`src/hw/rtl/rnmr_pkg.sv`:
```
// Shared constants and types for the raw noise model regression block.
package rnmr_pkg;

  // Default sizing
  localparam int unsigned MAX_SAMPLES_DEF = 16777216;
  localparam int unsigned CHANNELS_DEF    = 4;
  localparam int unsigned NUM_IN_CH       = 4;

  // Field widths
  localparam int unsigned MEAN_W  = 16;
  localparam int unsigned VAR_W   = 24;
  localparam int unsigned OFF_W   = 24;
  localparam int unsigned SLOPE_W = 32;
  localparam int unsigned KEPT_W  = 25;

  // Accumulator widths
  localparam int unsigned SMEAN_W = 40;
  localparam int unsigned SVAR_W  = 40;
  localparam int unsigned SMSQ_W  = 56;
  localparam int unsigned SMV_W   = 56;
  localparam int unsigned SRES_W  = 64;
  localparam int unsigned RMS_W   = 32;
  localparam int unsigned RESID_W = 32;

  // Shared arithmetic unit widths
  localparam int unsigned OPND_W = 64;
  localparam int unsigned PROD_W = 128;
  localparam int unsigned DIG_W  = 8;

  // Stream and register port widths
  localparam int unsigned IN_TDATA_W  = 160;
  localparam int unsigned OUT_TDATA_W = 256;
  localparam int unsigned APB_AW      = 4;
  localparam int unsigned APB_DW      = 32;

  // Register indexes (word address)
  typedef logic [1:0] reg_idx_t;
  localparam reg_idx_t REG_MIN_MEAN = 2'd0;
  localparam reg_idx_t REG_MAX_MEAN = 2'd1;
  localparam reg_idx_t REG_VAR_LIM  = 2'd2;

  // Register reset values
  localparam logic [MEAN_W-1:0] MIN_MEAN_RST = 16'd66;
  localparam logic [MEAN_W-1:0] MAX_MEAN_RST = 16'd32768;
  localparam logic [VAR_W-1:0]  VAR_LIM_RST  = 24'd16777;

  // Pass codes
  typedef enum logic [1:0] {
    PASS_FIT,
    PASS_RESID,
    PASS_REFIT
  } pass_e;

endpackage

```
`src/hw/rtl/rnmr_div.sv`:
```
// Shared restoring divider: one quotient bit per cycle.
module rnmr_div
  import rnmr_pkg::*;
(
  input  logic              clk_i,
  input  logic              rst_ni,
  input  logic              start_i,
  input  logic [PROD_W-1:0] num_i,
  input  logic [PROD_W-1:0] den_i,
  output logic              busy_o,
  output logic [PROD_W-1:0] quot_o
);

  localparam int unsigned CNT_W = $clog2(PROD_W);

  logic              busy_q, busy_d;
  logic [CNT_W-1:0]  cnt_q, cnt_d;
  logic [PROD_W-1:0] rem_q, rem_d, nq_q, nq_d, den_q, den_d, rem_sh;
  logic              ge;

  assign rem_sh = {rem_q[PROD_W-2:0], nq_q[PROD_W-1]};
  assign ge     = rem_sh >= den_q;

  always_comb begin
    busy_d = busy_q;
    cnt_d  = cnt_q;
    rem_d  = rem_q;
    nq_d   = nq_q;
    den_d  = den_q;
    if (start_i) begin
      busy_d = 1'b1;
      cnt_d  = '0;
      rem_d  = '0;
      nq_d   = num_i;
      den_d  = den_i;
    end else if (busy_q) begin
      // shift the numerator out and the quotient in
      rem_d = ge ? rem_sh - den_q : rem_sh;
      nq_d  = {nq_q[PROD_W-2:0], ge};
      cnt_d = cnt_q + CNT_W'(1);
      if (cnt_q == '1) begin
        busy_d = 1'b0;
      end
    end
  end

  always_ff @(posedge clk_i or negedge rst_ni) begin
    if (!rst_ni) begin
      busy_q <= 1'b0;
      cnt_q  <= '0;
    end else begin
      busy_q <= busy_d;
      cnt_q  <= cnt_d;
    end
  end

  always_ff @(posedge clk_i) begin
    rem_q <= rem_d;
    nq_q  <= nq_d;
    den_q <= den_d;
  end

  assign busy_o = busy_q;
  assign quot_o = nq_q;

endmodule

```
`config.mk`:
```
export PLATFORM = sky130hd
export DESIGN_NAME = rnmr_div
export DESIGN_NICKNAME = d
export VERILOG_FILES = /design/src/hw/rtl/rnmr_pkg.sv /design/src/hw/rtl/rnmr_div.sv
export SDC_FILE = /design/constraint.sdc
export NUM_CORES = 1
export LEC_CHECK = 0
export BUFFER_PORTS_ARGS = -buffer_cell sky130_fd_sc_hd__buf_2
export CAP_MARGIN = 20
export CORE_MARGIN = 4
export CORE_UTILIZATION = 35
export CTS_CLUSTER_DIAMETER = 200
export DETAILED_ROUTE_END_ITERATION = 6
export PLACE_DENSITY_LB_ADDON = 0.12
export SYNTH_ARGS = -nofsm -noshare
export SYNTH_HDL_FRONTEND = slang
export SYNTH_SLANG_ARGS = --single-unit
```
`constraint.sdc`:
```
create_clock -name clk_i -period 3.5 [get_ports clk_i]
set_input_delay 1.05 -clock clk_i [delete_from_list [all_inputs] [get_ports clk_i]]
set_output_delay 1.05 -clock clk_i [all_outputs]
set_load 0.05 [all_outputs]
```
==> results.yml <==
run_status:
  status: "complete, no violations"
cells_and_area:
  layout-drive-gt1-share: 0.3555
  layout.nets: 3617
  area_growth_pct: 36.47
  nFillCells: 6444
  fin_area_um2: 32460
placed_design:
  preCtsSetupSlack_ns: -0.6831
  port_buffers: 387
  place_area_um2: 29070
  dpl.hpwl_um: 62530
  routabilityCongestion: 0.9403
grt:
  grt_pass1_vias: 22270
  use_met2: 0.3651
  grt_pass1_wl_um: 125900
  globalRouteTotalUtil: 0.2201
  antenna_found_initial: 17
  use_met1: 0.2880
  grt_overflow: 0
  busiest_layer: "met2"
  grt_use_met3: 0.05201
  grt_start_max_net_pins: 140
clock_tree:
  cts_made_buffers: 46
  clkTransAtPathRegs_ns: 0.06
  clk_path_buf_depth: 3
  insertion_delay_ns: 0.61
  cts_num_sinks: 391
  cts_root_buf: "clkbuf_16"
  cts_tree: "built"
  cts.htree.levels: 2
  cts_hold_buf: 0
setup_path:
  worst_setup_path_start_kind: "register"
  cp.required_ns: 4.00
  path_class: "reg2reg"
  worst_setup_path_end_kind: "register"
  endpoint: "rem_q[108]"
  worstPathMaxFanout: 5
  r2r-start: "den_q[31]"
  rrSetupSlack_ns: 0.04
  rr_endpoint: "rem_q[108]"
  reg2reg_depth: 15
  cp.arrival_ns: 3.96
  crit_path_start: "den_q[31]"
floorplanning:
  design.core.area_um2: 67280
  num_rows: 95
  dieWidth_um: 268.7
  dieArea_um2: 72190
  die_y_um: 268.7
  io_pins: 388
  start_util: 0.3535
logic_synthesis:
  synth_cells: 2531
  synthesis.area_um2: 23780
  netlist_top_cells_area: "edfxtp_1 (32%), dfxtp_1 (11%), ha_1 (6.8%), mux2_2 (6.1%), a21oi_1 (4.9%)"
  yosysTopAreaCellShare: 0.3232
  ys.flop_type: "edfxtp_1"
  ys_seq_elements: 391
  yosysTopAreaCell: "edfxtp_1"
  synth-edff-count: 256
  syn_nets: 2920
  synth.most_common_cell: "nand2_1"
  yosys-top-cells-count: "nand2_1 (298), edfxtp_1 (256), a21oi_1 (233)"
  yosysWarnings: 0
  ys_async_sr_fraction: 0.02046
  ys_types: 80
  ys_seq_area_frac: 0.4386
  avgSynthCellArea_um2: 9.397
pwr:
  clock_power_share: 0.400
  p_switching_mw: 3.629
  vdd_drop_max_mv: 0.3697
  seqPwrFrac: 0.427
  p_sw_frac: 0.2881
  power_density_nw_per_um2: 388.2
  combPwrFrac: 0.173
  p_total_mw: 12.60
  power.leakage_nw: 13.87
  intPower_mw: 8.970
routing:
  drt_iter0_markers: 1375
  wl_per_cell_um: 20.40
  wirelength_um: 84640
  drc_errors: 0
  detail-route-antenna-nets: 0
  first_pass_iters: 5
  num_vias: 21970
  vias_per_cell: 5.295
sta:
  period_share: 0.9895
  setup_violations: 0
  hold_viol_final: 0
  clock_skew_ns: 0.03061
  tightest_slew_ns: 1.226
  drv_slew: 0
  rsz0062_at_grt: "yes"
  setup_ws_ns: 0.03667
  relSlewSlack: 0.1812
  timing.final.crit_period_ns: 3.463
  fmax_ghz: 0.2887
hold_path:
  hold_path.class: "in2async"
run:
  maxCapViolations: 0
[power by group through the flow]
stage	Sequential, mW	Clock [mW]	Combinational, mW
after CTS	5.38	5.22	2.11
final	5.38	5.04	2.18
after global routing	5.41	5.40	2.33
after floorplan	6.00	0	0.742
after global placement	5.47	0	2.08
after detailed placement	5.47	0	2.09
[through the flow]
step             util  hold WS (ns)  setup TNS, ns  cells
3_5_place_dp   0.4320        0.4805         -29.82   4003
5_1_grt        0.4822        0.3018        -0.5331   4144
6_report       0.4824        0.3120              0   4149
2_1_floorplan       -        0.4458         -33.09   2531
3_3_place_gp   0.4320        0.4759         -24.56   4003
4_1_cts        0.4619        0.2853       -0.03008   4099
[flip-flops by register name, summed over array words and instances, names as in the netlist]
register / count
rem_q: 127
busy_o: 1
quot_o: 128
den_q: 128
cnt_q: 7
[how the worst min path moves through the flow]
stage | startpoint | slack (ns) | endpoint
after floorplan | rem_q[3] | 0.45 | rem_q[3]
after global placement | rem_q[54] | 0.48 | rem_q[54]
after detailed placement | rem_q[17] | 0.48 | rem_q[17]
after CTS | rst_ni | 0.29 | cnt_q[3]
after global routing | rst_ni | 0.30 | cnt_q[3]
final | rst_ni | 0.31 | cnt_q[6]
[repair_timing]
action,in CTS,in global routing
setup endpoints to repair,127,127
gates cloned,3,11
pin swaps,16,58
resized for setup,61,186
setup buffers,7,30
[worst max-delay path: stages (launching register included)]
cell and delay (ns):
edfxtp_1 0.33, inv_1 0.09, ha_1 0.33, buf_4 0.15
nand4_1 0.15, or4_4 0.56, o21bai_1 0.20, inv_1 0.08
buf_4 0.11, a31oi_2 0.10, nand2_2 0.21, a21oi_4 0.13
o41ai_4 0.43, xor2_1 0.19, nand2_1 0.09, a311oi_2 0.24
[cell usage in the layout (no fill, tap or decap), types with 11 or more instances in the layout]
| cell type | Yosys | final |
|---|---|---|
| o211ai_1 | 15 | 15 |
| buf_6 | 1 | 19 |
| a311oi_1 | 70 | 57 |
| buf_4 | 1 | 341 |
| xnor2_1 | 65 | 65 |
| ha_1 | 129 | 104 |
| nand4_1 | 55 | 55 |
| dfxtp_1 | 127 | 127 |
| inv_1 | 184 | 180 |
| nor2_1 | 196 | 186 |
| clkbuf_16 | 0 | 53 |
| buf_2 | 42 | 387 |
| o21ai_1 | 3 | 20 |
| a31oi_1 | 21 | 14 |
| nor3_1 | 30 | 25 |
| a311oi_2 | 0 | 12 |
| ha_4 | 0 | 18 |
| a21o_1 | 50 | 49 |
| and4_1 | 11 | 11 |
| xor2_1 | 53 | 53 |
| a21oi_1 | 233 | 208 |
| edfxtp_1 | 256 | 256 |
| a21oi_2 | 0 | 20 |
| nand2b_1 | 19 | 18 |
| nand3_1 | 22 | 19 |
| mux2_2 | 129 | 129 |
| o21a_1 | 18 | 18 |
| o21ai_0 | 149 | 128 |
| nand2_1 | 298 | 291 |
| o21bai_1 | 57 | 55 |
| buf_12 | 0 | 19 |
| a22oi_1 | 20 | 20 |
[cell families (layout without fill, tap and decap cells)]
kind of cell,Yosys count,count (layout),share of synthesized area
AND/OR/NAND/NOR,705,707,0.1339
flip-flops,391,391,0.4386
AO/OA/AOI/OAI,727,727,0.1965
XOR/XNOR,118,118,0.04346
multiplexers,140,140,0.06571
buffers and inverters,320,1053,0.05319
adder cells (fa/ha/maj),130,130,0.06871
other,0,10,0
[layer usage]
layer / wire length (µm) / share of wire
met3: 5826 / 0.069
met5: 75 / 0.00089
met4: 2342 / 0.028
met1: 36860 / 0.44
met2: 39540 / 0.47
[area by class of cell]
class / count / area, µm² / share of cell area
flip-flops and latches: 391 / 10430 / 0.3215
diodes: 10 / 25.02 / 0.0007710
well taps: 873 / 1092 / 0.03365
inverters: 186 / 701.9 / 0.02163
clock inverters: 30 / 370.4 / 0.01141
clock buffers: 56 / 1219 / 0.03755
repair buffers: 781 / 5449 / 0.1679
multi-input cells: 1822 / 13170 / 0.4056
Power figures use the tool's default switching activity.
