[src/hw/rtl/rnmr_pkg.sv]
// Shared constants and types for the raw noise model regression block.
package rnmr_pkg;

  // Default sizing
  localparam int unsigned MAX_SAMPLES_DEF = 16777216;
  localparam int unsigned CHANNELS_DEF    = 4;
  localparam int unsigned NUM_IN_CH       = 4;

  // Field widths
  localparam int unsigned MEAN_W  = 16;
  localparam int unsigned VAR_W   = 24;
  localparam int unsigned OFF_W   = 24;
  localparam int unsigned SLOPE_W = 32;
  localparam int unsigned KEPT_W  = 25;

  // Accumulator widths
  localparam int unsigned SMEAN_W = 40;
  localparam int unsigned SVAR_W  = 40;
  localparam int unsigned SMSQ_W  = 56;
  localparam int unsigned SMV_W   = 56;
  localparam int unsigned SRES_W  = 64;
  localparam int unsigned RMS_W   = 32;
  localparam int unsigned RESID_W = 32;

  // Shared arithmetic unit widths
  localparam int unsigned OPND_W = 64;
  localparam int unsigned PROD_W = 128;
  localparam int unsigned DIG_W  = 8;

  // Stream and register port widths
  localparam int unsigned IN_TDATA_W  = 160;
  localparam int unsigned OUT_TDATA_W = 256;
  localparam int unsigned APB_AW      = 4;
  localparam int unsigned APB_DW      = 32;

  // Register indexes (word address)
  typedef logic [1:0] reg_idx_t;
  localparam reg_idx_t REG_MIN_MEAN = 2'd0;
  localparam reg_idx_t REG_MAX_MEAN = 2'd1;
  localparam reg_idx_t REG_VAR_LIM  = 2'd2;

  // Register reset values
  localparam logic [MEAN_W-1:0] MIN_MEAN_RST = 16'd66;
  localparam logic [MEAN_W-1:0] MAX_MEAN_RST = 16'd32768;
  localparam logic [VAR_W-1:0]  VAR_LIM_RST  = 24'd16777;

  // Pass codes
  typedef enum logic [1:0] {
    PASS_FIT,
    PASS_RESID,
    PASS_REFIT
  } pass_e;

endpackage

[src/hw/rtl/rnmr_mul.sv]
// Shared digit-serial multiplier: eight bits of the b operand per cycle.
module rnmr_mul
  import rnmr_pkg::*;
(
  input  logic              clk_i,
  input  logic              rst_ni,
  input  logic              start_i,
  input  logic [OPND_W-1:0] a_i,
  input  logic [OPND_W-1:0] b_i,
  output logic              busy_o,
  output logic [PROD_W-1:0] p_o
);

  logic              busy_q, busy_d;
  logic [PROD_W-1:0] a_q, a_d, acc_q, acc_d, pp;
  logic [OPND_W-1:0] b_q, b_d;

  assign pp = a_q * b_q[DIG_W-1:0];

  always_comb begin
    busy_d = busy_q;
    a_d    = a_q;
    b_d    = b_q;
    acc_d  = acc_q;
    if (start_i) begin
      busy_d = 1'b1;
      a_d    = PROD_W'(a_i);
      b_d    = b_i;
      acc_d  = '0;
    end else if (busy_q) begin
      // stop as soon as no digit of b is left
      if (b_q == '0) begin
        busy_d = 1'b0;
      end else begin
        acc_d = acc_q + pp;
        a_d   = a_q << DIG_W;
        b_d   = b_q >> DIG_W;
      end
    end
  end

  always_ff @(posedge clk_i or negedge rst_ni) begin
    if (!rst_ni) begin
      busy_q <= 1'b0;
    end else begin
      busy_q <= busy_d;
    end
  end

  always_ff @(posedge clk_i) begin
    a_q   <= a_d;
    b_q   <= b_d;
    acc_q <= acc_d;
  end

  assign busy_o = busy_q;
  assign p_o    = acc_q;

endmodule

[config.mk]
export PLATFORM = sky130hd
export DESIGN_NAME = rnmr_mul
export DESIGN_NICKNAME = d
export VERILOG_FILES = /design/src/hw/rtl/rnmr_pkg.sv /design/src/hw/rtl/rnmr_mul.sv
export SDC_FILE = /design/constraint.sdc
export NUM_CORES = 2
export LEC_CHECK = 0
export ABC_AREA = 1
export BUFFER_PORTS_ARGS = -buffer_cell sky130_fd_sc_hd__buf_2
export CAP_MARGIN = 20
export CORE_MARGIN = 1.5
export CORE_UTILIZATION = 25
export DETAILED_ROUTE_END_ITERATION = 16
export HOLD_SLACK_MARGIN = 0.15
export PLACE_DENSITY = 0.42
export SETUP_SLACK_MARGIN = 0.2
export SLEW_MARGIN = 10
export SYNTH_ARGS = -nofsm -noshare
export SYNTH_HDL_FRONTEND = slang
export SYNTH_SLANG_ARGS = --single-unit
[constraint.sdc]
create_clock -name clk_i -period 11.17 [get_ports clk_i]
set_input_delay 0 -clock clk_i [delete_from_list [all_inputs] [get_ports clk_i]]
set_output_delay 0 -clock clk_i [all_outputs]
set_load 0.03 [all_outputs]
==> metrics.md <==
| Metric | Value |
|---|---|
| Portion of total power attributed to the clock network | 11.0% |
| Power Dens Cells | 258 mW/mm2 |
| CP endpoint kind | register |
| R2R setup slack | 4110 ps |
| Setup crit start kind | register |
| Warning count from the yosys run | 0 |
| Synthesized netlist cell count | 8215 |
| H-tree depth reported by CTS | 2 |
| Sinks on Clock Net | ~320 |
| Internal power contribution | between 6 and 7 mW |
| Core box area | 0.215 mm2 |
| DRC errors left | 0 |
| Count of max-cap constraint violations | 0 |
| Highest clock rate | between 100 and 150 MHz |
| Worst Path Class, Setup | register to register |
| Register area | 0.00771 mm2 |
| Length in cells of the worst reg-to-reg path | 23 |
| Multi-input logic area | 0.0353 mm2 |
| Period utilisation layout | 63.2% |
| Top Family by Delay on Critical Path | simple AND/OR/NAND/NOR gates |
| CP cell instances | buf_4, nand2_1, inv_1, fa_1, fa_1, fa_1, inv_1, fa_1, inv_1, ha_1, nand2_1, nor2_1, nand2_1, nor2_1, inv_1, nor2_1, nand2_1, nand2_1, nand2_1, nand3_1, nand3_1, nand2_1, inv_1 |
| Remaining global-route overflow | 0 |
| Crit path capture | p_o[72]$_SDFFE_PP0P_ |
| Most frequent standard cell in the layout excluding fill and tap cells | nand2_1 |
| Final weighted congestion in routability-driven placement | just under 1 |
| Placed wire-length estimate after detailed placement | 179 mm |
| Combined buffer and inverter count along the critical path | 6 |
| Synth top area share | 31.7% |
| Via count of the routed design | 48500 |
| CTS tree | built |
| Number of DRC violations after detailed-routing iteration 0 | 3025 |
| Vias per inst | 4.24 |
| Clock-pin slew on the worst setup and hold paths | 60 ps |
| Number of routed nets with antenna violations | 0 |
| Worst-margin pin slew | 997 ps |
| Most used cell, CP | nand2_1 |
| Distinct cell type count of the synthesized netlist | 38 |
| Number of I/O port buffers | 259 |
| Area growth, synth to finish | 16.3% |
| Maximum clock path buffer count | 3 |
| Setup violators final | 0 |
| Crit path DAT | 7620 ps |
| Min-Delay Path Class | primary input to register |
| Commonest cells after routing, fill and taps aside | nand2_1, inv_1, fa_1, nor2_1, dlygate4sd3_1 |
| Net switching power figure | 10.1 mW |
| Pins Over Slew Limit | 0 |
| Post-cts repair resize count | 0 |
| Clock Tree Root | clkbuf_16 |
| Launch point of the worst reg-to-reg path | b_q[3]$_DFFE_PP_ |
| Final TNS setup | 0 ps |
| Cell count along the critical path | 23 |
| Antenna violations before repair | 7 |
| Critical path's slowest cell | edfxtp_1 |
| FP Rows | 170 |
| Clock buffer count from CTS | 51 |
| Sequential area share after synthesis | 14.3% |
| Maximum fanout encountered on the critical timing path | 27 |
| TritonRoute pass-1 iters | 5 |
| Area of the die | 0.219 mm2 |
| Setup skew after layout | 84.9 ps |
| Boundary pin count | 260 |
| Number of inserted filler cells in the final layout | 24000 |
| Result of the run | complete, no violations |
| Critical Path Source | b_q[3]$_DFFE_PP_ |
| Starting density of the core | 25.2% |
| Top area cells in the synthesized netlist | fa_1, nand2_1, inv_1, dfxtp_1, edfxtp_1 |
| Static Leakage | 38.9 nW |
| Highest ir drop seen on vdd | 186 uV |
| Detail-routed net length per standard cell | a little under 20 um |
| DP Area | 0.0580 mm2 |
| Remaining max-slew budget at the tightest pin | 33.6% |
| Data required time of the worst path | between 10000 and 15000 ps |
| Final-report hold violation count | 0 |
| Portion of total power attributed to combinational logic | between 70% and 80% |
| Share of total power in sequential cells | 10.6% |
| Wire length of the first global-routing pass | 335 mm |
| GRT Util Overall | 20.5% |
| Fin nets | around 9700 |
| Cell type contributing the most total cell area after synthesis | fa_1 |
| Post-synth net total | 9341 |
| Number of global-route vias before repair | 51400 |
| Longest individual stage delay on the worst path | 1000 ps |
| Chip width | about 470 um |
| #FFs+latches synth | 321 |
| Fin crit period | 7060 ps |
| Final standard cell area without fillers | 0.0629 mm2 |
| Unrepaired setup endpoints after global routing | no |
| Worst flop-to-flop path endpoint | p_o[72]$_SDFFE_PP0P_ |
| Ratio of cells with drive above 1 in the final layout | 4.72% |
| Switching power share of the total | 62.1% |
| Overall die height | roughly 470 um |
| Number of hold buffers added after CTS | 318 |
| Avg Cell Area, Syn | 6.59 um2 |
| Post-Route WL | 222 mm |
| Maximum number of pins on one net before global-route repair | roughly 150 |
| Post-CTS Repair Setup Buffers | 0 |
| Synthesized cell area | ~0.054 mm2 |
| Skew-Pair Late Insertion Delay | 740 ps |
final cells by class:
class                           instances  share of cell area [%]
Clock inverter                         28                   0.614
Antenna cell                            6                  0.0239
Multi-Input combinational cell       4978                    56.1
Inverter                             2592                    15.5
Clock buffer                           68                    2.22
Sequential cell                       321                    12.3
Tap cell                             2838                    5.64
Timing Repair Buffer                  606                    7.64
state kept, by name, summed over array words and instances (netlist names):
register  count
p_o         128
busy_o        1
a_q         128
b_q          64
stage by stage:
| stage | hold WS, ps | setup WS, ps | utilization (%) | total power [mW] | cells |
|---|---|---|---|---|---|
| 2_1_floorplan | -296 | 6210 | - | 9.51 | 8215 |
| 3_3_place_gp | -224 | 4140 | 27.0 | 14.5 | 11000 |
| 3_5_place_dp | -224 | 4260 | 27.0 | 14.5 | 11000 |
| 4_1_cts | 154 | 4170 | 29.3 | 16.5 | 11400 |
| 5_1_grt | 205 | 3910 | 29.3 | 18.0 | 11400 |
| 6_report | 199 | 4110 | 29.3 | 16.2 | 11400 |
synthesized netlist by cell type:
master and instances:
o21bai_1 22, and2_1 3, buf_4 11, fa_1 858, inv_1 2591, or2_2 2
nor3_2 2, buf_2 17, xor2_1 52, nor3b_2 5, nor4_1 16, dfrtp_1 1
a21o_1 4, nor2_1 419, ha_1 137, nor3b_1 2, o21ai_0 140, edfxtp_1 128
o21ai_1 2, clkbuf_1 246, o211ai_2 8, nand2_1 2797, inv_2 1, nor2_2 11
clkbuf_2 1, nand3_1 208, o21a_1 1, o22ai_1 1, buf_6 10, nand2_2 3
nand3b_1 3, buf_1 39, nand4_1 41, xnor2_1 4, nor4_2 1, dfxtp_1 192
a21oi_1 216, nor3_1 20
cells by family (layout without fill, tap and decap cells):
group	after synthesis	in the layout	synth area share, %
flops	321	321	14.3
xor+xnor	56	56	0.907
fa+ha+maj	995	995	34.9
buf+inv	2916	3294	20.5
simple gates	3533	3533	25.5
compound gates	394	394	3.88
other cells	0	6	0
worst min-delay path by stage:
stage / from / endpoint / slack [ps] / cells past startpoint
after detailed placement: rst_ni / busy_o$_DFF_PN0_ / -220 / 1
after CTS: a_i[61] / a_q[61]$_DFFE_PP_ / 150 / 4
after global routing: a_i[60] / a_q[60]$_DFFE_PP_ / 210 / 4
final: a_i[60] / a_q[60]$_DFFE_PP_ / 200 / 4
after floorplan: rst_ni / busy_o$_DFF_PN0_ / -300 / 0
after global placement: rst_ni / busy_o$_DFF_PN0_ / -220 / 1
power by group through the flow:
stage / registers, mW / clock network, mW / logic [mW]
2_1_floorplan: 1.81 / 0 / 7.69
3_3_place_gp: 1.76 / 0 / 12.7
3_5_place_dp: 1.75 / 0 / 12.7
4_1_cts: 1.73 / 1.85 / 12.9
5_1_grt: 1.75 / 1.88 / 14.3
6_report: 1.72 / 1.78 / 12.7
worst min-delay path: stages:
cell,delay (ps)
dlygate4sd3_1,530
buf_2,100
nand2_1,60
nand2_1,60
per-layer routing:
layer	GRT usage (%)	share of wire, %	wire length, um
met4	5.87	3.1	6920
met5	0	0	0
met3	2.77	4.8	10600
met1	27.9	46	103000
met2	33.6	46	101000
(Power assumes the default switching activity.)
